===== src/sv/bbpg_pkg.sv =====
// Shared types, constants and codes for the bouncing ball pattern generator.
package bbpg_pkg;

  localparam int FRAME_SIDE  = 64;
  localparam int COORD_W     = 6;
  localparam int ADDR_W      = 2 * COORD_W;
  localparam int GAIN_DEPTH  = 1 << ADDR_W;
  localparam int LEVEL_W     = 16;
  localparam int QUEUE_DEPTH = 8;

  localparam int RADIUS_MAX  = 10;
  localparam int RADIUS_MIN  = 5;

  localparam logic signed [15:0] CENTRE_RESET  = 16'sd32;
  localparam logic signed [15:0] RADIUS_RESET  = 16'sd10;
  localparam logic [31:0]        FRAMES_RESET  = 32'd3;
  localparam logic signed [15:0] BG_RESET      = 16'sd1000;
  localparam logic signed [15:0] BALL_RESET    = 16'sd2000;
  localparam logic signed [15:0] OPEN_RESET    = 16'sd2000;
  localparam logic signed [15:0] CLOSED_RESET  = 16'sd100;

  // Division by unity gain (2^14 - 1) as multiply by ceil(2^45 / 16383).
  localparam int          UNITY_GAIN  = 16383;
  localparam int          RECIP_SHIFT = 45;
  localparam logic [63:0] RECIP_WIDE  =
    ((64'd1 << RECIP_SHIFT) + 64'(UNITY_GAIN - 1)) / 64'(UNITY_GAIN);
  localparam logic [31:0] RECIP_MUL   = RECIP_WIDE[31:0];

  typedef enum logic [1:0] {
    OP_LOAD    = 2'd0,
    OP_ADVANCE = 2'd1,
    OP_PIXEL   = 2'd2,
    OP_IGNORE  = 2'd3
  } op_t;

  typedef enum logic [1:0] {
    MODE_BALL   = 2'd0,
    MODE_OPEN   = 2'd1,
    MODE_CLOSED = 2'd2,
    MODE_NONE   = 2'd3
  } mode_t;

  localparam int CFG_INDEX_W = 3;
  localparam logic [CFG_INDEX_W-1:0] CFG_MODE   = 3'd0;
  localparam logic [CFG_INDEX_W-1:0] CFG_BG     = 3'd1;
  localparam logic [CFG_INDEX_W-1:0] CFG_BALL   = 3'd2;
  localparam logic [CFG_INDEX_W-1:0] CFG_OPEN   = 3'd3;
  localparam logic [CFG_INDEX_W-1:0] CFG_CLOSED = 3'd4;

  typedef struct packed {
    logic [31:0]        frames;
    logic signed [15:0] x;
    logic signed [15:0] y;
    logic signed [15:0] radius;
  } ball_snap_t;

  typedef struct packed {
    logic                        is_load;
    logic                        is_pixel;
    logic [ADDR_W-1:0]           addr;
    logic signed [15:0]          gain;
    logic signed [LEVEL_W-1:0]   level;
    ball_snap_t                  snap;
  } queue_word_t;

endpackage


===== src/sv/bbpg_queue.sv =====
// Short queue of classified words between front and back.
module bbpg_queue #(
  parameter int DEPTH = bbpg_pkg::QUEUE_DEPTH,
  localparam int PTR_W = (DEPTH > 1) ? $clog2(DEPTH) : 1,
  localparam int CNT_W = $clog2(DEPTH + 1)
) (
  input  logic                  clk,
  input  logic                  rst,
  input  logic                  push,
  input  bbpg_pkg::queue_word_t push_word,
  input  logic                  pop,
  output bbpg_pkg::queue_word_t head,
  output logic                  empty,
  output logic [CNT_W-1:0]      count
);

  bbpg_pkg::queue_word_t slots [DEPTH];
  logic [PTR_W-1:0] wr_ptr;
  logic [PTR_W-1:0] rd_ptr;

  assign head  = slots[rd_ptr];
  assign empty = (count == '0);

  always_ff @(posedge clk) begin
    if (push) begin
      slots[wr_ptr] <= push_word;
    end
  end

  always_ff @(posedge clk) begin
    if (rst) begin
      wr_ptr <= '0;
      rd_ptr <= '0;
      count  <= '0;
    end else begin
      if (push) begin
        wr_ptr <= (wr_ptr == PTR_W'(DEPTH - 1)) ? '0 : wr_ptr + PTR_W'(1);
      end
      if (pop) begin
        rd_ptr <= (rd_ptr == PTR_W'(DEPTH - 1)) ? '0 : rd_ptr + PTR_W'(1);
      end
      if (push && !pop) begin
        count <= count + CNT_W'(1);
      end else if (pop && !push) begin
        count <= count - CNT_W'(1);
      end
    end
  end

endmodule


===== config.mk =====
export PLATFORM = sky130hd
export DESIGN_NAME = bbpg_queue
export DESIGN_NICKNAME = d
export VERILOG_FILES = /design/src/sv/bbpg_pkg.sv /design/src/sv/bbpg_queue.sv
export SDC_FILE = /design/constraint.sdc
export NUM_CORES = 1
export LEC_CHECK = 0
export BUFFER_PORTS_ARGS = -buffer_cell sky130_fd_sc_hd__buf_4
export CAP_MARGIN = 20
export CORE_MARGIN = 1
export CORE_UTILIZATION = 60
export CTS_BUF_LIST = sky130_fd_sc_hd__clkbuf_16
export DETAILED_ROUTE_END_ITERATION = 7
export PLACE_DENSITY = 0.79
export REMOVE_ABC_BUFFERS = 1
export SYNTH_ARGS = -nofsm -noshare
export SYNTH_HDL_FRONTEND = slang
export SYNTH_SLANG_ARGS = --single-unit
export TNS_END_PERCENT = 30

===== constraint.sdc =====
create_clock -name clk -period 30.1 [get_ports clk]
set_clock_uncertainty 0.2 [all_clocks]
set_input_delay 6.02 -clock clk [delete_from_list [all_inputs] [get_ports clk]]
set_output_delay 6.02 -clock clk [all_outputs]
set_load 0.02 [all_outputs]

=== Word level (Yosys, flattened, before mapping) ===
Memories as Yosys holds them, arrays and structs flattened. A register that Yosys moved wholly into a read port is not among the register bits.
Cells that the tools add are included.
Widths: inputs -> output; s select.

* Latch bits: 0
* Register bits after elaboration: 10
* Output and inout bits: 131
* Memories: 1
* Memory bits (writable): 1,008
* Word-level logic and storage cells: 24
* Bits of input ports: 130
* ROM bits: 0

{| class="wikitable"
|+ Memories
! name !! depth !! width !! rd ports !! clocked after Yosys merged registers in !! write ports !! RTL line !! source
|-
| slots || 8 || 126 || 1 || 1 || 1 || bbpg_queue.sv:17 || <nowiki>bbpg_pkg::queue_word_t slots [DEPTH];</nowiki>
|}

* Magnitude comparators: 0
* Add/sub/neg operators: 4
* Div/mod/pow operators: 0
* Mux-type cells: 8
* Multiply operators: 0
* Reduce and logical (&&, ||, !) cells: 6
* Eq/ne operators: 2
* Bitwise operators: 0
* Shifts and indexed selects: 0

{| class="wikitable"
|+ Operator list
! operator !! count
|-
| $mux 3 || 4
|-
| $mux 4 || 2
|-
| $add 3x1->3 const B || 2
|-
| $eq 3x3->1 const B || 2
|-
| $add 4x1->4 const B || 1
|-
| $logic_not 4->1 || 1
|-
| $sub 4x1->4 const B || 1
|-
| $logic_and 1x1->1 || 2
|-
| $logic_not 1->1 || 2
|-
| $mux 1 || 2
|-
| $reduce_bool 2->1 || 1
|}

=== Depth between registers and ports, before layout ===
Gate-level depths: netlist of the first run.

* Depth after elaboration: 4
* Depth in mapped cells: 8

=== Worst setup path after synthesis of the first run ===
OpenSTA, ideal clock, no wires.

* Path type: input-to-reg
* From: input port push
* To: memory slots[0][0] in the netlist's numbering (enable)
* Stages on the path: 2
* Slack: 14.498 ns
* Data arrival time: 14.636 ns
* Path buffers: 0
* Cell sequence: nand2b_1 -> nor3_1

* Longest elaborated chain between the ends: 2

{| class="wikitable"
|+ RTL lines
! item !! RTL line !! source
|-
| start, declared || bbpg_queue.sv:9 || <nowiki>input logic push,</nowiki>
|-
| $mux 1 || bbpg_queue.sv:25 || <nowiki>if (push) begin</nowiki>
|-
| $mux 1 (implied by the code) || bbpg_queue.sv:26 || <nowiki>slots[wr_ptr] <= push_word;</nowiki>
|-
| end, declared || bbpg_queue.sv:17 ||
|}

Every way passes these cells.

==> impl_metrics.ini, run 1 <==
[placed_design]
gp_congestion = 0.716
io_buffer_count = 260
dpl.hpwl_um = 36700

[synthesis]
syn_area_mm2 = 0.0384
avgSynthCellArea_um2 = 25.1
yosysUniqueCellTypes = 24
synth_seq_cells = 1021
synthFlopType = edfxtp_1
seq_area_frac_synth_pct = 79.4
synth_edf_count = 1008
async_flop_share_pct = 0
synth_cells = 1530
ys_warn_count = 0

[clock_tree]
tritoncts = yes
clock-root-buffer = clkbuf_16
cts.htree.levels = 3
clk_latency_ns = 0.63
postCtsSetupBuffers = 0
clkTransAtPathRegs_ns = 0.06
clkSinkCount = 1021
cts_made_buffers = 98
cts.path.max_buffers = 3
ctsResizeCount = 0
cts_hold_buf = 0

[setup_path]
cp_data_required_time_ns = 23.88
arrival_ns = 4.29
r2r_cells = 4
crit_path_end_kind = output pin
start_kind = flip-flop
crit_chain = buf_12, buf_4, buf_16, mux4_2, mux2_2, buf_4
path_class = reg2out
critPathMostFrequentCell = buf_4
slowest_stage = dfxtp_4
worst-path-max-fanout = 107
max_stage_delay_ns = 0.98

[floorplanning]
dieArea_mm2 = 0.0651
die_w_um = 255
start_util_pct = 60.8
rows = 92
core_mm2 = 0.0632
die_y_um = 255
ioPinCount = 261

[flow_run]
drv_cap = 0

[final_layout]
drive_gt1_share_pct = 42.3
layout_commonest_cell = edfxtp_1
area_growth_pct = 15.9
fin_nets = 1976
layout_common_cells = edfxtp_1 (1008), buf_4 (273), mux4_2 (252)

[worst_hold_path]
hold_depth = 2
hold_path_class = reg2reg

[detailed_routing]
ant_nets = 0
totalWireLength_um = 76200
vias = 17100
drc = 0
via_per_inst = 6.17
first_pass_iters = 5
initialDrtViolationCount = 1417
wl_per_cell_um = 27.5

[timing]
fin_crit_ns = 10.51
tightest_slew_ns = 1.11
slew_headroom_pct = 25.8
period_share_pct = 34.9
timing.fmax_ghz = 0.0951
drv_slew = 0
fin_setup_tns_ns = 0
finalHoldViolations = 0
finalSetupViolCount = 0
rsz0062_at_grt = no

[global_route]
grt_max_degree = 127
grt_pass1_vias = 18300
grt_overflow = 0
gr-usage-all-layers_pct = 23.8
antenna_found_initial = 7
grt_pass1_wl_um = 113000

[power]
total_leakage_power_nw = 14.3
peakVddDrop_mv = 0.0455
p_total_mw = 3.06
p_per_area_mw_per_mm2 = 68.7

[outcome]
outcome = finished clean
## state kept, by name, summed over array words and instances, names as in the netlist, named ones only
signal and flops:
slots 1008, count 4, rd_ptr 3, wr_ptr 3
## critical path: cells and delay by family, from the launching register on
| kind | cells | cell delay [ns] |
|---|---|---|
| buffers and inverters | 4 | 1.63 |
| flip-flops | 1 | 0.98 |
| multiplexers | 2 | 0.83 |
## worst paths after layout
path / from / endpoint / slack [ns]
worst min register to register: rd_ptr[1] / flip-flop / 0.34
worst max register to register: wr_ptr[0] / slots[4][21] / 26.37
worst min-delay path: rd_ptr[1] / flip-flop / 0.34
worst max-delay path: flip-flop / head[3] / 19.59
## cell usage after synthesis, types with 4 or more instances
| cell | number | area, um2 |
|---|---|---|
| dfxtp_1 | 13 | 260 |
| buf_2 | 25 | 125 |
| edfxtp_1 | 1008 | 30300 |
| a21oi_1 | 6 | 30.0 |
| clkbuf_1 | 23 | 86.3 |
| nor2_1 | 21 | 78.8 |
| buf_1 | 4 | 15.0 |
| mux4_2 | 252 | 5680 |
| mux2_2 | 127 | 1430 |
| nand2_1 | 4 | 15.0 |
| buf_6 | 20 | 225 |
| ha_1 | 7 | 87.6 |
## final cells by class
type / count / area [um2]
diodes: 2 / 5.00
clock buffers: 100 / 2500
clock inverters: 81 / 741
fillers: 3551 / 18600
inverters: 3 / 11.3
multi-input cells: 434 / 7500
flip-flops and latches: 1021 / 30500
well taps: 846 / 1060
repair buffers: 280 / 2200
## where the power goes
group	switching [mW]	internal (mW)
Clock	0.509	0.715
Sequential	0.0134	1.59
Combinational	0.122	0.110
Total	0.644	2.42
## per-layer routing
| layer | vias to the layer above | wire (um) | track usage, % | part of all wire [%] |
|---|---|---|---|---|
| met5 | - | 107 | 0 | 0.14 |
| met4 | 14 | 1710 | 7.34 | 2.2 |
| met3 | 132 | 5520 | 5.47 | 7.2 |
| met2 | 601 | 39100 | 39.6 | 51 |
| met1 | 9128 | 29700 | 31.8 | 39 |
| li1 | 7188 | - | - | - |
## stage by stage
stage | instances | worst slack, ns | util [%] | hold WS, ns | area, um2
floorplan | 1458 | 12.58 | - | 0.286 | 38000
global placement | 2583 | 19.90 | 65.3 | 0.301 | 41300
detailed placement | 2583 | 19.86 | 65.3 | 0.332 | 41300
CTS | 2764 | 19.15 | 70.5 | 0.338 | 44500
global route | 2765 | 19.16 | 70.5 | 0.367 | 44600
finish | 2767 | 19.59 | 70.5 | 0.339 | 44600
## kinds of logic after synthesis
kind of cell / share of synthesized area (%)
simple gates: 0.378
compound gates: 0.114
buf+inv: 1.20
mux: 18.6
xor+xnor: 0.0456
fa+ha+maj: 0.280
flops: 79.4
Power figures use the tool's default switching activity.
==> inputs of run 2 (changes only) <==
clock period = 9.9 ns   (was 30.1 ns; I/O delays follow)
==> run 2 against run 1 <==
Effect of this change: highest routed layer unchanged; non-clock buffer count grew 10; critical path depth is 2 lower; clock power grew to 3.0 times the previous value; register-to-register slack lost 20 ns; combinational power grew to 3.1 times the previous value; largest cell class unchanged.
==> impl_metrics.ini, run 2 (synthesis gave the netlist of run 1 again) <==
[outcome]
outcome = finished clean

[setup_path]
worst-path-max-fanout = 46
cp_data_required_time_ns = 7.72
critPathMostFrequentCell = buf_4
path_class = reg2out
arrival_ns = 3.23
crit_chain = buf_4, mux4_2, mux2_2, buf_4
max_stage_delay_ns = 0.80
start_kind = flip-flop
crit_path_end_kind = output pin
slowest_stage = buf_4

[timing]
finalHoldViolations = 0
drv_slew = 0
timing.fmax_ghz = 0.185
rsz0062_at_grt = no
fin_crit_ns = 5.41
slew_headroom_pct = 26.6
period_share_pct = 54.6
setup_ws_ns = 4.49
finalSetupViolCount = 0
hold_ws_ns = 0.356
tightest_slew_ns = 1.10

[global_route]
gr-usage-all-layers_pct = 23.8
grt_max_degree = 155
antenna_found_initial = 10
grt_pass1_wl_um = 112000
grt_overflow = 0
grt_pass1_vias = 18000

[clock_tree]
cts.htree.levels = 3
clk_latency_ns = 0.63
ctsResizeCount = 0
clkTransAtPathRegs_ns = 0.06
clkSinkCount = 1021
cts_hold_buf = 0
postCtsSetupBuffers = 0
tritoncts = yes
cts_made_buffers = 98
clock-root-buffer = clkbuf_16
cts.path.max_buffers = 3

[floorplanning]
die_w_um = 255
rows = 92
ioPinCount = 261
core_mm2 = 0.0632
start_util_pct = 60.8
dieArea_mm2 = 0.0651
die_y_um = 255

[final_layout]
top_regs = slots: 1008 flops, count: 4 flops
area_growth_pct = 15.7
multi_input_area_mm2 = 0.00750
fin_nets = 1986
num-fill-cells = 3607
final_cells = 2776
seq_area_mm2 = 0.0305
regMostFlops = slots
drive_gt1_share_pct = 42.1
layout_common_cells = edfxtp_1 (1008), buf_4 (287), mux4_2 (252)
layout_commonest_cell = edfxtp_1
largest_reg_flops = 1008

[power]
total_leakage_power_nw = 14.3
p_total_mw = 9.22
peakVddDrop_mv = 0.160
p_per_area_mw_per_mm2 = 207

[detailed_routing]
wl_per_cell_um = 27.4
ant_nets = 0
first_pass_iters = 5
drc = 0
vias = 17100
initialDrtViolationCount = 1328
totalWireLength_um = 76000
via_per_inst = 6.15

[placed_design]
pre_cts_ws_ns = 5.07
dpl.hpwl_um = 39300
io_buffer_count = 260
gp_congestion = 0.719
placed_cells = 2594

[flow_run]
drv_cap = 0

[worst_hold_path]
hold_path_class = reg2reg
==> run 2: path summary, 6_finish.rpt <==
| check | start | end | slack, ns | cells past startpoint |
|---|---|---|---|---|
| setup reg to reg | wr_ptr[2] | slots[5][5] | 6.84 | 3 |
| hold / removal | rd_ptr[1] | flip-flop | 0.36 | 2 |
| hold reg to reg | rd_ptr[1] | flip-flop | 0.36 | 2 |
| setup / recovery | flip-flop | head[50] | 4.49 | 4 |
==> run 2: critical path, delay by kind of cell (launching register included) <==
kind / cells / cell delay, ns
buffers and inverters: 2 / 0.97
DFF: 1 / 0.66
muxes: 2 / 0.94
==> run 2: final cells by class <==
cell class	count	share of cell area, %
Inverter	3	0.0253
Timing Repair Buffer	290	4.98
Sequential cell	1021	68.6
Tap cell	846	2.38
Clock inverter	77	1.41
Multi-Input combinational cell	434	16.9
Clock buffer	101	5.68
Antenna cell	4	0.0225
==> run 2: per-stage QoR <==
stage	util (%)	TNS, ns	area (um2)
finish	70.4	0	44500
detailed placement	65.4	0	41300
global placement	65.4	0	41300
CTS	70.4	0	44500
floorplan	-	-867.24	38000
global route	70.4	0	44500
==> run 2: where the power goes <==
group	internal, mW	leakage, nW	switching [mW]
Sequential	4.84	9.27	0.0333
Clock	2.12	1.64	1.52
Combinational	0.334	3.43	0.374
==> run 2: per-layer routing <==
layer  share of wire, %  vias to the layer above  wire (um)  track usage, %
li1                   -                     7204          -               -
met1                 39                     9147      29700            31.8
met2                 52                      585      39200            39.3
met3                7.3                      115       5550            5.68
met4                2.0                       12       1510            7.25
met5              0.088                        -         67               0
==> inputs of run 3 (changes only) <==
clock period = 5.2 ns   (was 9.9 ns; I/O delays follow)
==> run 3 against run 2 <==
Effect of this change: critical path type unchanged; sequential power up 90%; clock power grew 80%; sequential share of layout area down 0.15 points; critical path depth stayed put; register-to-register slack got worse by 4.1 ns; global-route usage is 0.12 points lower; largest power group unchanged; non-clock buffer count increased by 12; first-iteration DRC count is 6.6% lower; power up 87%.
==> impl_metrics.ini, run 3 (synthesis gave the netlist of run 1 again) <==
[placed_design]
dpl.hpwl_um = 40500
io_buffer_count = 260
gp_congestion = 0.720

[clock_tree]
clk_latency_ns = 0.63
cts.path.max_buffers = 3
postCtsSetupBuffers = 0
clkSinkCount = 1021
clock-root-buffer = clkbuf_16
tritoncts = yes
cts_made_buffers = 98
cts_hold_buf = 0
ctsResizeCount = 0
clkTransAtPathRegs_ns = 0.06
cts.htree.levels = 3

[worst_hold_path]
hold_depth = 2
min_from = rd_ptr[2]
hold_path_class = reg2reg

[final_layout]
layout_commonest_cell = edfxtp_1
layout_common_cells = edfxtp_1 (1008), buf_4 (284), mux4_2 (252)
fin_nets = 1998
drive_gt1_share_pct = 42.3
top_regs = slots: 1008 flops, count: 4 flops
area_growth_pct = 16.0
largest_reg_flops = 1008
num-fill-cells = 3561
regMostFlops = slots

[detailed_routing]
first_pass_iters = 5
initialDrtViolationCount = 1240
wl_per_cell_um = 27.1
totalWireLength_um = 75300
vias = 17000
via_per_inst = 6.11
ant_nets = 0
drc = 0

[timing]
fin_setup_tns_ns = 0
finalHoldViolations = 0
finalSetupViolCount = 0
period_share_pct = 81.6
rsz0062_at_grt = no
tightest_slew_ns = 0.976
drv_slew = 0
slew_headroom_pct = 34.9
timing.fmax_ghz = 0.236
fin_crit_ns = 4.24

[setup_path]
cp_data_required_time_ns = 3.96
arrival_ns = 3.00
slowest_stage = dfxtp_4
worst-path-max-fanout = 34
critPathMostFrequentCell = buf_4
r2r_cells = 3
start_kind = flip-flop
crit_chain = buf_4, mux4_2, mux2_2, buf_4
r2r_slack_ns = 2.71
crit_buf_inv = 2
r2r-start = wr_ptr[2]
reg2reg_to = slots[5][78]
max_stage_delay_ns = 0.82
path_class = reg2out
crit_path_end_kind = output pin
critPathTopFamily = multiplexers

[floorplanning]
rows = 92
dieArea_mm2 = 0.0651
ioPinCount = 261
start_util_pct = 60.8
die_w_um = 255
core_mm2 = 0.0632
die_y_um = 255

[global_route]
grtUsageMet2_pct = 37.9
use_met3_pct = 5.51
gr-max-usage-layer = met2
grt_pass1_vias = 18100
gr-usage-all-layers_pct = 23.7
grt_overflow = 0
antenna_found_initial = 7
grt_max_degree = 88
met1_usage_pct = 32.3
grt_pass1_wl_um = 111000

[power]
p_per_area_mw_per_mm2 = 386
p_total_mw = 17.2
total_leakage_power_nw = 14.3
peakVddDrop_mv = 0.326

[outcome]
outcome = finished clean

[flow_run]
drv_cap = 0
## run 3: cell type report
class	instances	area, um2	share of cell area [%]
Timing Repair Buffer	302	2490	5.59
Multi-Input combinational cell	434	7500	16.8
Clock inverter	74	494	1.11
Antenna cell	4	10.0	0.0224
Inverter	3	11.3	0.0253
Tap cell	846	1060	2.37
Clock buffer	99	2480	5.56
Sequential cell	1021	30500	68.5
## run 3: where the power goes
| part | total, mW | internal, mW | leakage, nW | switching, mW |
|---|---|---|---|---|
| clock | 6.57 | 3.73 | 1.55 | 2.84 |
| combinational | 1.36 | 0.648 | 3.53 | 0.709 |
| sequential | 9.29 | 9.22 | 9.27 | 0.0687 |
## run 3: worst max-delay path by stage
stage,startpoint,to,slack (ns),cells past startpoint
2_1_floorplan,flip-flop,head[0],-7.34,2
3_3_place_gp,flip-flop,head[115],1.56,4
3_5_place_dp,flip-flop,head[26],1.55,4
4_1_cts,flip-flop,head[26],0.85,4
5_1_grt,flip-flop,head[10],0.76,4
6_report,flip-flop,head[115],0.96,4
## run 3: metal layers
layer	vias up	wire (um)
li1	7223	-
met1	9052	30300
met2	575	37600
met3	135	5410
met4	12	1930
met5	-	71
## run 3: worst register-to-register path, stage by stage (launching register included)
cell and delay (ns):
dfxtp_1 0.46, nand2b_1 0.19, nor2_4 0.71, buf_4 0.55
## run 3: per-stage QoR
| step | hold slack [ns] | setup WS (ns) | cell area, um2 | utilization (%) | cells |
|---|---|---|---|---|---|
| floorplan | 0.286 | -7.34 | 38000 | - | 1458 |
| global placement | 0.298 | 1.56 | 41600 | 65.8 | 2606 |
| detailed placement | 0.325 | 1.55 | 41600 | 65.8 | 2606 |
| CTS | 0.335 | 0.853 | 44600 | 70.5 | 2779 |
| global route | 0.360 | 0.758 | 44600 | 70.5 | 2780 |
| finish | 0.337 | 0.955 | 44600 | 70.6 | 2783 |
