--- src/sv/bbpg_pkg.sv ---
// Shared types, constants and codes for the bouncing ball pattern generator.
package bbpg_pkg;

  localparam int FRAME_SIDE  = 64;
  localparam int COORD_W     = 6;
  localparam int ADDR_W      = 2 * COORD_W;
  localparam int GAIN_DEPTH  = 1 << ADDR_W;
  localparam int LEVEL_W     = 16;
  localparam int QUEUE_DEPTH = 8;

  localparam int RADIUS_MAX  = 10;
  localparam int RADIUS_MIN  = 5;

  localparam logic signed [15:0] CENTRE_RESET  = 16'sd32;
  localparam logic signed [15:0] RADIUS_RESET  = 16'sd10;
  localparam logic [31:0]        FRAMES_RESET  = 32'd3;
  localparam logic signed [15:0] BG_RESET      = 16'sd1000;
  localparam logic signed [15:0] BALL_RESET    = 16'sd2000;
  localparam logic signed [15:0] OPEN_RESET    = 16'sd2000;
  localparam logic signed [15:0] CLOSED_RESET  = 16'sd100;

  // Division by unity gain (2^14 - 1) as multiply by ceil(2^45 / 16383).
  localparam int          UNITY_GAIN  = 16383;
  localparam int          RECIP_SHIFT = 45;
  localparam logic [63:0] RECIP_WIDE  =
    ((64'd1 << RECIP_SHIFT) + 64'(UNITY_GAIN - 1)) / 64'(UNITY_GAIN);
  localparam logic [31:0] RECIP_MUL   = RECIP_WIDE[31:0];

  typedef enum logic [1:0] {
    OP_LOAD    = 2'd0,
    OP_ADVANCE = 2'd1,
    OP_PIXEL   = 2'd2,
    OP_IGNORE  = 2'd3
  } op_t;

  typedef enum logic [1:0] {
    MODE_BALL   = 2'd0,
    MODE_OPEN   = 2'd1,
    MODE_CLOSED = 2'd2,
    MODE_NONE   = 2'd3
  } mode_t;

  localparam int CFG_INDEX_W = 3;
  localparam logic [CFG_INDEX_W-1:0] CFG_MODE   = 3'd0;
  localparam logic [CFG_INDEX_W-1:0] CFG_BG     = 3'd1;
  localparam logic [CFG_INDEX_W-1:0] CFG_BALL   = 3'd2;
  localparam logic [CFG_INDEX_W-1:0] CFG_OPEN   = 3'd3;
  localparam logic [CFG_INDEX_W-1:0] CFG_CLOSED = 3'd4;

  typedef struct packed {
    logic [31:0]        frames;
    logic signed [15:0] x;
    logic signed [15:0] y;
    logic signed [15:0] radius;
  } ball_snap_t;

  typedef struct packed {
    logic                        is_load;
    logic                        is_pixel;
    logic [ADDR_W-1:0]           addr;
    logic signed [15:0]          gain;
    logic signed [LEVEL_W-1:0]   level;
    ball_snap_t                  snap;
  } queue_word_t;

endpackage

--- src/sv/bbpg_front.sv ---
// Front end: accept words, hold configuration and ball state, classify pixels.
module bbpg_front #(
  parameter int DEPTH = bbpg_pkg::QUEUE_DEPTH,
  localparam int CNT_W = $clog2(DEPTH + 1)
) (
  input  logic                                clk,
  input  logic                                rst,
  input  logic                                in_valid,
  output logic                                in_stall,
  input  logic [1:0]                          op,
  input  logic [bbpg_pkg::COORD_W-1:0]        pixel_row,
  input  logic [bbpg_pkg::COORD_W-1:0]        pixel_col,
  input  logic signed [15:0]                  gain_value,
  input  logic                                cfg_write,
  input  logic [bbpg_pkg::CFG_INDEX_W-1:0]    cfg_index,
  input  logic [15:0]                         cfg_data,
  input  logic [CNT_W-1:0]                    queue_count,
  output logic                                push,
  output bbpg_pkg::queue_word_t               push_word
);

  localparam logic signed [17:0] SIDE_S = 18'(bbpg_pkg::FRAME_SIDE);

  bbpg_pkg::mode_t    mode;
  logic signed [15:0] bg_level;
  logic signed [15:0] ball_level;
  logic signed [15:0] open_level;
  logic signed [15:0] closed_level;

  logic signed [15:0] cx;
  logic signed [15:0] cy;
  logic signed [15:0] rad;
  logic               dir_x;
  logic               dir_y;
  logic               dir_r;
  logic [31:0]        frames;

  logic               accept;
  logic               is_adv;
  logic               is_pixel;
  logic               is_load;
  bbpg_pkg::op_t      opc;

  logic signed [15:0] rad_adj;
  logic signed [15:0] half;
  logic signed [17:0] half_s;
  logic               dir_x_next;
  logic               dir_y_next;
  logic               dir_r_next;
  logic signed [15:0] cx_next;
  logic signed [15:0] cy_next;
  logic signed [15:0] rad_next;
  logic [31:0]        frames_next;
  bbpg_pkg::ball_snap_t snap;

  logic signed [15:0] lvl_in;
  logic signed [15:0] lvl_out;

  logic                          f1_valid;
  logic                          f1_load;
  logic                          f1_pixel;
  logic [bbpg_pkg::ADDR_W-1:0]   f1_addr;
  logic signed [15:0]            f1_gain;
  logic signed [16:0]            f1_dx;
  logic signed [16:0]            f1_dy;
  logic signed [15:0]            f1_r;
  logic signed [15:0]            f1_lvl_in;
  logic signed [15:0]            f1_lvl_out;
  bbpg_pkg::ball_snap_t          f1_snap;

  logic                          f2_valid;
  logic                          f2_load;
  logic                          f2_pixel;
  logic [bbpg_pkg::ADDR_W-1:0]   f2_addr;
  logic signed [15:0]            f2_gain;
  logic signed [33:0]            f2_sq_x;
  logic signed [33:0]            f2_sq_y;
  logic signed [31:0]            f2_rsq;
  logic signed [15:0]            f2_lvl_in;
  logic signed [15:0]            f2_lvl_out;
  bbpg_pkg::ball_snap_t          f2_snap;

  logic signed [34:0]            dist_sq;
  logic                          in_disc;
  logic [CNT_W:0]                occupied;

  assign occupied = (CNT_W + 1)'(queue_count) + (CNT_W + 1)'(f1_valid)
                  + (CNT_W + 1)'(f2_valid);
  assign in_stall = (occupied >= (CNT_W + 1)'(DEPTH));
  assign accept   = in_valid && !in_stall;

  assign opc      = bbpg_pkg::op_t'(op);
  assign is_adv   = (opc == bbpg_pkg::OP_ADVANCE);
  assign is_pixel = (opc == bbpg_pkg::OP_PIXEL);
  assign is_load  = (opc == bbpg_pkg::OP_LOAD);

  // Bounce: flip each axis past an edge, offset by half the radius.
  always_comb begin
    rad_adj    = rad + $signed({15'd0, rad[15]});
    half       = rad_adj >>> 1;
    half_s     = 18'(half);
    dir_x_next = ((18'(cx) > SIDE_S - half_s) || (18'(cx) < half_s)) ? !dir_x : dir_x;
    dir_y_next = ((18'(cy) > SIDE_S - half_s) || (18'(cy) < half_s)) ? !dir_y : dir_y;
    if (rad < 16'(bbpg_pkg::RADIUS_MIN)) begin
      dir_r_next = 1'b0;
    end else if (rad > 16'(bbpg_pkg::RADIUS_MAX)) begin
      dir_r_next = 1'b1;
    end else begin
      dir_r_next = dir_r;
    end
    cx_next     = cx + (dir_x_next ? -16'sd1 : 16'sd1);
    cy_next     = cy + (dir_y_next ? -16'sd1 : 16'sd1);
    rad_next    = rad + (dir_r_next ? -16'sd1 : 16'sd1);
    frames_next = frames + 32'd1;
    if (is_adv) begin
      snap = '{frames: frames_next, x: cx_next, y: cy_next, radius: rad_next};
    end else begin
      snap = '{frames: frames, x: cx, y: cy, radius: rad};
    end
  end

  always_comb begin
    lvl_in  = '0;
    lvl_out = '0;
    if (is_pixel) begin
      case (mode)
        bbpg_pkg::MODE_BALL: begin
          lvl_in  = ball_level;
          lvl_out = bg_level;
        end
        bbpg_pkg::MODE_OPEN: begin
          lvl_in  = open_level;
          lvl_out = open_level;
        end
        bbpg_pkg::MODE_CLOSED: begin
          lvl_in  = closed_level;
          lvl_out = closed_level;
        end
        default: begin
          lvl_in  = '0;
          lvl_out = '0;
        end
      endcase
    end
  end

  always_ff @(posedge clk) begin
    if (rst) begin
      mode         <= bbpg_pkg::MODE_BALL;
      bg_level     <= bbpg_pkg::BG_RESET;
      ball_level   <= bbpg_pkg::BALL_RESET;
      open_level   <= bbpg_pkg::OPEN_RESET;
      closed_level <= bbpg_pkg::CLOSED_RESET;
    end else if (cfg_write) begin
      case (cfg_index)
        bbpg_pkg::CFG_MODE:   mode         <= bbpg_pkg::mode_t'(cfg_data[1:0]);
        bbpg_pkg::CFG_BG:     bg_level     <= cfg_data;
        bbpg_pkg::CFG_BALL:   ball_level   <= cfg_data;
        bbpg_pkg::CFG_OPEN:   open_level   <= cfg_data;
        bbpg_pkg::CFG_CLOSED: closed_level <= cfg_data;
        default: ;
      endcase
    end
  end

  always_ff @(posedge clk) begin
    if (rst) begin
      cx     <= bbpg_pkg::CENTRE_RESET;
      cy     <= bbpg_pkg::CENTRE_RESET;
      rad    <= bbpg_pkg::RADIUS_RESET;
      dir_x  <= 1'b0;
      dir_y  <= 1'b0;
      dir_r  <= 1'b0;
      frames <= bbpg_pkg::FRAMES_RESET;
    end else if (accept && is_adv) begin
      cx     <= cx_next;
      cy     <= cy_next;
      rad    <= rad_next;
      dir_x  <= dir_x_next;
      dir_y  <= dir_y_next;
      dir_r  <= dir_r_next;
      frames <= frames_next;
    end
  end

  always_ff @(posedge clk) begin
    if (rst) begin
      f1_valid <= 1'b0;
      f2_valid <= 1'b0;
    end else begin
      f1_valid <= accept;
      f2_valid <= f1_valid;
    end
  end

  always_ff @(posedge clk) begin
    f1_load    <= is_load;
    f1_pixel   <= is_pixel;
    f1_addr    <= {pixel_row, pixel_col};
    f1_gain    <= gain_value;
    f1_dx      <= $signed({11'd0, pixel_col}) - 17'(cx);
    f1_dy      <= $signed({11'd0, pixel_row}) - 17'(cy);
    f1_r       <= rad;
    f1_lvl_in  <= lvl_in;
    f1_lvl_out <= lvl_out;
    f1_snap    <= snap;

    f2_load    <= f1_load;
    f2_pixel   <= f1_pixel;
    f2_addr    <= f1_addr;
    f2_gain    <= f1_gain;
    f2_sq_x    <= f1_dx * f1_dx;
    f2_sq_y    <= f1_dy * f1_dy;
    f2_rsq     <= f1_r * f1_r;
    f2_lvl_in  <= f1_lvl_in;
    f2_lvl_out <= f1_lvl_out;
    f2_snap    <= f1_snap;
  end

  assign dist_sq = 35'(f2_sq_x) + 35'(f2_sq_y);
  assign in_disc = (dist_sq < 35'(f2_rsq));
  assign push    = f2_valid;

  always_comb begin
    push_word.is_load  = f2_load;
    push_word.is_pixel = f2_pixel;
    push_word.addr     = f2_addr;
    push_word.gain     = f2_gain;
    push_word.level    = in_disc ? f2_lvl_in : f2_lvl_out;
    push_word.snap     = f2_snap;
  end

endmodule

--- config.mk ---
export PLATFORM = sky130hd
export DESIGN_NAME = bbpg_front
export DESIGN_NICKNAME = d
export VERILOG_FILES = /design/src/sv/bbpg_pkg.sv /design/src/sv/bbpg_front.sv
export SDC_FILE = /design/constraint.sdc
export NUM_CORES = 2
export LEC_CHECK = 0
export BUFFER_PORTS_ARGS = -buffer_cell sky130_fd_sc_hd__buf_2
export CAP_MARGIN = 20
export CORE_MARGIN = 1
export CORE_UTILIZATION = 58
export DETAILED_ROUTE_END_ITERATION = 7
export PLACE_DENSITY = 0.85
export SYNTH_ARGS = -nofsm -noshare
export SYNTH_HDL_FRONTEND = slang
export SYNTH_SLANG_ARGS = --single-unit
--- constraint.sdc ---
create_clock -name clk -period 6.85 [get_ports clk]
set_input_delay 0.685 -clock clk [delete_from_list [all_inputs] [get_ports clk]]
set_output_delay 0.685 -clock clk [all_outputs]
set_load 0.02 [all_outputs]
Yosys cells after proc, flatten, opt, wreduce, memory -nomap -nowiden
Index checks and enable logic that the tools add are counted.
- bits in registers: 585
- latch bits: 0
- output and inout port bits: 128
- ROM bits: 0
- bits in writable memories: 0
- memories: 0
- reductions and logical operators: 15
- multipliers: 3
- shift-type cells: 0
- eq/ne operators: 8
- muxes and demuxes: 11
- bitwise operators: 0
- add/subtract/negate cells: 11
- $lt $le $gt $ge: 8
- div/mod/pow operators: 0
- operators by type and width (cell ; number):
    16-bit one-hot mux with 3 select lines ; 2
    80-bit two-way mux ; 1
    17-bit by 17-bit multiplier with 34-bit output ; 2
    16-bit two-way mux ; 4
    16-bit adder ; 3
    34-bit by 34-bit adder with 35-bit output ; 1
    35-bit by 32-bit less-than comparator with 1-bit output ; 1
    7-bit by 16-bit subtractor with 17-bit output ; 2
    32-bit by 1-bit adder with 32-bit output, second input constant ; 1
    16-bit greater-than comparator ; 2
    16-bit by 15-bit less-than comparator with 1-bit output ; 2
    16-bit by 16-bit multiplier with 32-bit output ; 1
    16-bit by 2-bit adder with 16-bit output ; 1
    16-bit by 5-bit greater-than comparator with 1-bit output, second input constant ; 1
    16-bit by 4-bit less-than comparator with 1-bit output, second input constant ; 1
    8-bit by 15-bit subtractor with 16-bit output, first input constant ; 1
    2-bit AND reduction ; 5
    3-bit by 2-bit equality test with 1-bit output, second input constant ; 2
    4-bit by 1-bit adder with 5-bit output ; 1
    5-bit by 1-bit adder with 5-bit output ; 1
    5-bit by 4-bit greater-or-equal comparator with 1-bit output, second input constant ; 1
    2-bit by 1-bit equality test with 1-bit output, second input constant ; 2
    2-bit equality test, second input constant ; 2
    2-bit zero test ; 2
    other kinds (7) ; 14

Longest topological paths before layout
- depth in word-level cells: 8
- gate-level depth with buffers: 31
- depth with buffers taken out: 30

Least setup slack after synthesis
OpenSTA, ideal clock, no wires.
- path kind: register to register
- start: register rad[15]
- end: register cy[14]
- stages on the path, launching flop included: 30
- clock period less this slack: 6690 ps
- slack: 160 ps
- data required time: 6776 ps
- arrival: 6616 ps
- cells stage by stage: dfxtp_1 > clkbuf_1 > nand4_1 > nor2_1 > and3_1 > nand3_1 > nor2_1 > and3_1 > nand4_1 > o21ai_0 > ha_1 > a211o_1 > nor4b_1 > nand2_1 > o221a_2 > nand4b_1 > nand3b_1 > a211oi_4 > inv_1 > fa_1 > nor2b_1 > o21ai_0 > a21oi_1 > o21ai_0 > a21boi_0 > o21ai_0 > a21oi_1 > o21ai_0 > or4b_2 > a31oi_1
- longest elaborated chain between the ends: 7
- elaborated cells between the ends (all ways): 8
- ends and longest elaborated chain (what ; line ; text):
    from (decl) ; bbpg_front.sv:32 ; logic signed [15:0] rad;
    from (signal assigned) ; bbpg_front.sv:170 ; rad <= bbpg_pkg::RADIUS_RESET;
    from (signal assigned) ; bbpg_front.sv:178 ; rad <= rad_next;
    16-bit by 2-bit adder with 16-bit output (*) ; bbpg_front.sv:99 ; rad_adj = rad + $signed({15'd0, rad[15]});
    8-bit by 15-bit subtractor with 16-bit output ; bbpg_front.sv:103 ; dir_y_next = ((18'(cy) > SIDE_S - half_s) || (18'(cy) < half_s)) ? !dir_y : dir_y;
    16-bit greater-than comparator ; bbpg_front.sv:103 ;
    1-bit logical OR (*) ; bbpg_front.sv:103 ;
    1-bit two-way mux (*) ; bbpg_front.sv:103 ;
    via dir_y_next ; bbpg_front.sv:48 ; logic dir_y_next;
    16-bit two-way mux (*) ; bbpg_front.sv:112 ; cy_next = cy + (dir_y_next ? -16'sd1 : 16'sd1);
    16-bit adder (*) ; bbpg_front.sv:112 ;
    to (signal assigned) ; bbpg_front.sv:169 ; cy <= bbpg_pkg::CENTRE_RESET;
    to (signal assigned) ; bbpg_front.sv:177 ; cy <= cy_next;
    to (decl) ; bbpg_front.sv:31 ; logic signed [15:0] cy;
Mark *: on every way through the listed nets, which the timed path passes. The rest lies on a longest branch.
A chain may end at the register's enable or synchronous reset.

==> summary by stage <==
Outcome
The run finished with clean final reports.

Floorplan
The floorplan step set the die height to around 300 um. The number of ports placed on the die boundary is approximately 190. The core footprint is 0.08702 mm^2.

The total die area is about 0.089 mm^2. The width of the die is roughly 300 um. The number of core rows is roughly 110.

The initial core utilization is about three fifths.

Job
The tool flagged a number of max-cap violations equal to 0.

CTS
After clock tree synthesis, the clock-pin slew on the worst setup and hold paths is about 60 ps. The CTS tree is built. For this design, the sink count on the clock tree is between 500 and 600. The hold-fix buffer count after cts is 0.

TritonCTS created 60 clock buffers. The depth of the CTS H-tree is 2. The maximum buffer depth of the clock tree is 3. The root buffer selected by CTS is clkbuf_16. For the worst-skew pair, the clock arrives at the later sink with an insertion delay of 670 ps.

Detailed routing
The final wirelength is around 120000 um. The count of vias placed by the detailed router is ~37k. The number of DRC violations after detailed-routing iteration 0 is roughly 2.4k. The number of remaining DRC errors is 0. In this run the remaining antenna-violating nets after routing total 0. For this run, the detailed router's first-pass iteration total came to 6. The ratio of routed vias to standard cells is ~5.5. In the final routed layout, each cell accounts on average for between 15 and 20 um.

Logic synthesis
In the synthesized netlist the dominant register cell turns out to be dfxtp_1. The most used standard cell by instance count after synthesis is inv_1. The synthesized design contains 0 enable-type register cells.

The synthesized netlist occupies a cell area of 0.05117 mm^2. In this run the mean area of a mapped cell was 9.541 um^2. The largest total area in the synthesized netlist belongs to fa_1. The post-synthesis async set-or-reset flop share is 0%. The gate count after technology mapping is roughly 5.4k. Sequential elements use between 20% and 30% of the synthesized area. The count of synthesis-stage warnings from yosys is 0.

The count of cell types in the netlist is 73. The number of nets produced by synthesis is about 6.7k. After synthesis, the most frequently instantiated cells are inv_1 (1007), fa_1 (788), dfxtp_1 (582).

Ranked by total cell area, the synthesized netlist is headed by fa_1 (31%), dfxtp_1 (23%), ha_1 (11%), inv_1 (7.4%), nand2_1 (3.6%). The area fraction of the dominant cell type after synthesis is between 30 and 40%. The synthesized design contains about 580 register bits.

Finish
The area taken by flip-flops and latches is around 0.012 mm^2. The area growth from synthesis to layout is 9.727%. The share of final-layout standard cells stronger than drive strength 1 is about 8.6%. Summing all multi-input logic gate instances after layout gives between 0.03 and 0.04 mm^2.

The layout has 6605 filler cells. The final core area utilization is roughly 65%. The post-layout net count is between 6k and 7k. 0 antenna diodes ended up in the layout.

Timing
Setup violations remaining at the end of the flow were counted as 0. The largest clock skew in the final design is 38.24 ps. The shortest clock period the worst path allows after layout is ~6700 ps. The worst path uses a little over nine tenths of the clock period. The maximum operating frequency is 148.2 MHz. The worst pin sits at a relative slew slack of 26.91%. The count of endpoints failing hold in the final timing report was 0.

For the pin with the worst max-slew slack, the measured transition is ~1100 ps. The count of final max-slew check failures is 0.

Setup path
The reg-to-reg critical path startpoint is f1_dx[2]. The depth of the most critical reg-to-reg path is 23. The maximum fanout encountered on the critical timing path is 8. The worst setup path is of the reg2out kind. The arrival time reported for the critical path endpoint is 6060 ps. The worst setup path is launched from a flip-flop. The kind of end point of the critical path is an output pin. At the worst endpoint, the required time is ~6200 ps. The worst register-to-register path ends at f2_sq_x[33].

The worst-case register-to-register setup slack is ~310 ps.

Worst hold path
The worst hold path terminates at f1_gain[5]. The instance count along the most critical hold path is 1. The startpoint identified for the worst hold timing path is gain_value[5]. The classification of the worst-slack hold path is in2reg.

Global routing
The wire length of the first global-routing pass is between 150000 and 200000 um. In the global route stage, overall resource usage came out at approximately 28%. Entering global routing, the biggest net connects ~110 pins. The overflow left after global routing is 0.

The global-route track usage on met1 is between 30% and 40%. The layer with the highest usage is met2. The routing usage on met2 is between 40% and 50%.

The number of antenna violations at the first check in global routing came to 3. The fraction of met3 tracks used by global routing is under 10%. The via count of the first global-routing pass was around 40k.

Placed design
The routability congestion estimate is between 0.9 and 1. The HPWL after detailed placement is around 94000 um. The number of input and output port buffers inserted is ~180.
## how the worst max path moves through the flow
stage | slack [ps] | to | startpoint
finish | 100 | push_word[80] | f2_sq_y[3]
global route | -70 | push_word[82] | f2_sq_y[3]
CTS | 10 | push_word[81] | f2_sq_y[3]
detailed placement | 250 | f2_sq_x[32] | f1_dx[11]
global placement | 410 | f2_rsq[31] | f1_r[6]
floorplan | 160 | cy[14] | rad[15]
## sequential cells by signal, summed over array words and instances, names as in the netlist, 17 cells and up
name and count:
f1_snap 80, push_word 80, f2_sq_x 33, f2_sq_y 33
frames 32, f2_rsq 31, f1_dx 17, f1_dy 17
## cells by family after synthesis
group	Yosys count	share of synthesized area, %
AND/OR/NAND/NOR	1369	12.70
flip-flops	582	22.77
XOR/XNOR	300	5.135
multiplexers	61	1.250
adder cells (fa/ha/maj)	1232	41.68
buffers and inverters	1173	8.649
AO/OA/AOI/OAI	646	7.817
## worst max-delay path, stage by stage, from the launching register on
cell and delay [ps]:
dfxtp_1 310, ha_1 300, a21o_1 220, a21oi_2 190, o211ai_1 180, a41o_2 310
a41o_1 230, o41a_1 460, a211oi_2 290, o21bai_2 120, a21oi_2 140, xnor2_1 150
ha_1 280, a21o_1 200, a21oi_2 130, nor2b_1 50, o21ai_0 140, nand2b_1 100
a21oi_2 140, o21ai_2 90, or3_4 390, o21ai_4 170, buf_12 140, clkbuf_16 160
mux2_2 350, buf_2 160
## routing by layer
metal | share of wire, % | wire length [um] | vias up
li1 | - | - | 17081
met2 | 51 | 60830 | 1358
met1 | 38 | 45470 | 18472
met5 | 0.038 | 46 | -
met3 | 7.2 | 8649 | 351
met4 | 4.5 | 5374 | 6
## stage by stage
stage | cell area, um^2 | worst slack [ps] | hold WS (ps) | setup TNS, ps | std cells
6_report | 56150 | 103.8 | 108.7 | 0 | 6764
5_1_grt | 56150 | -72.92 | 99.85 | -815.5 | 6764
4_1_cts | 55900 | 10.12 | 83.74 | 0 | 6754
3_5_place_dp | 53680 | 249.7 | 312.1 | 0 | 6640
3_3_place_gp | 53680 | 405.2 | 309.6 | 0 | 6640
2_1_floorplan | 51170 | 159.7 | 309.6 | 0 | 5363
## placed cells by master (no fill, tap or decap), types with 32 or more instances in the layout
cell	count
a21o_1	81
a21oi_1	242
and2_1	189
and3_1	32
buf_2	181
buf_4	109
clkbuf_16	61
dfxtp_1	575
fa_1	787
ha_1	443
inv_1	1007
mux2i_1	38
nand2_1	494
nand2b_1	58
nand3_1	53
nand3b_1	34
nor2_1	323
nor2b_1	41
nor3_1	41
o21ai_0	131
xnor2_1	203
xor2_1	94
## what timing repair did
action                     CTS  global route
hold endpoints to repair     0             0
buffers inserted             0             9
setup endpoints to repair   16            31
pin swaps                    1            21
gates resized for setup      5            39
gates cloned                 0             1
## cell type report
type	instances	share of cell area, %
multi-input combinational	3608	62.78
sequential	582	20.77
inverter	1011	6.759
timing repair buffer	294	3.207
clock buffer	81	3.046
tap	1155	2.574
clock inverter	33	0.8669
Power is not shown: default switching activity piles up to over one toggle a cycle in this logic, so the estimate is an artifact.
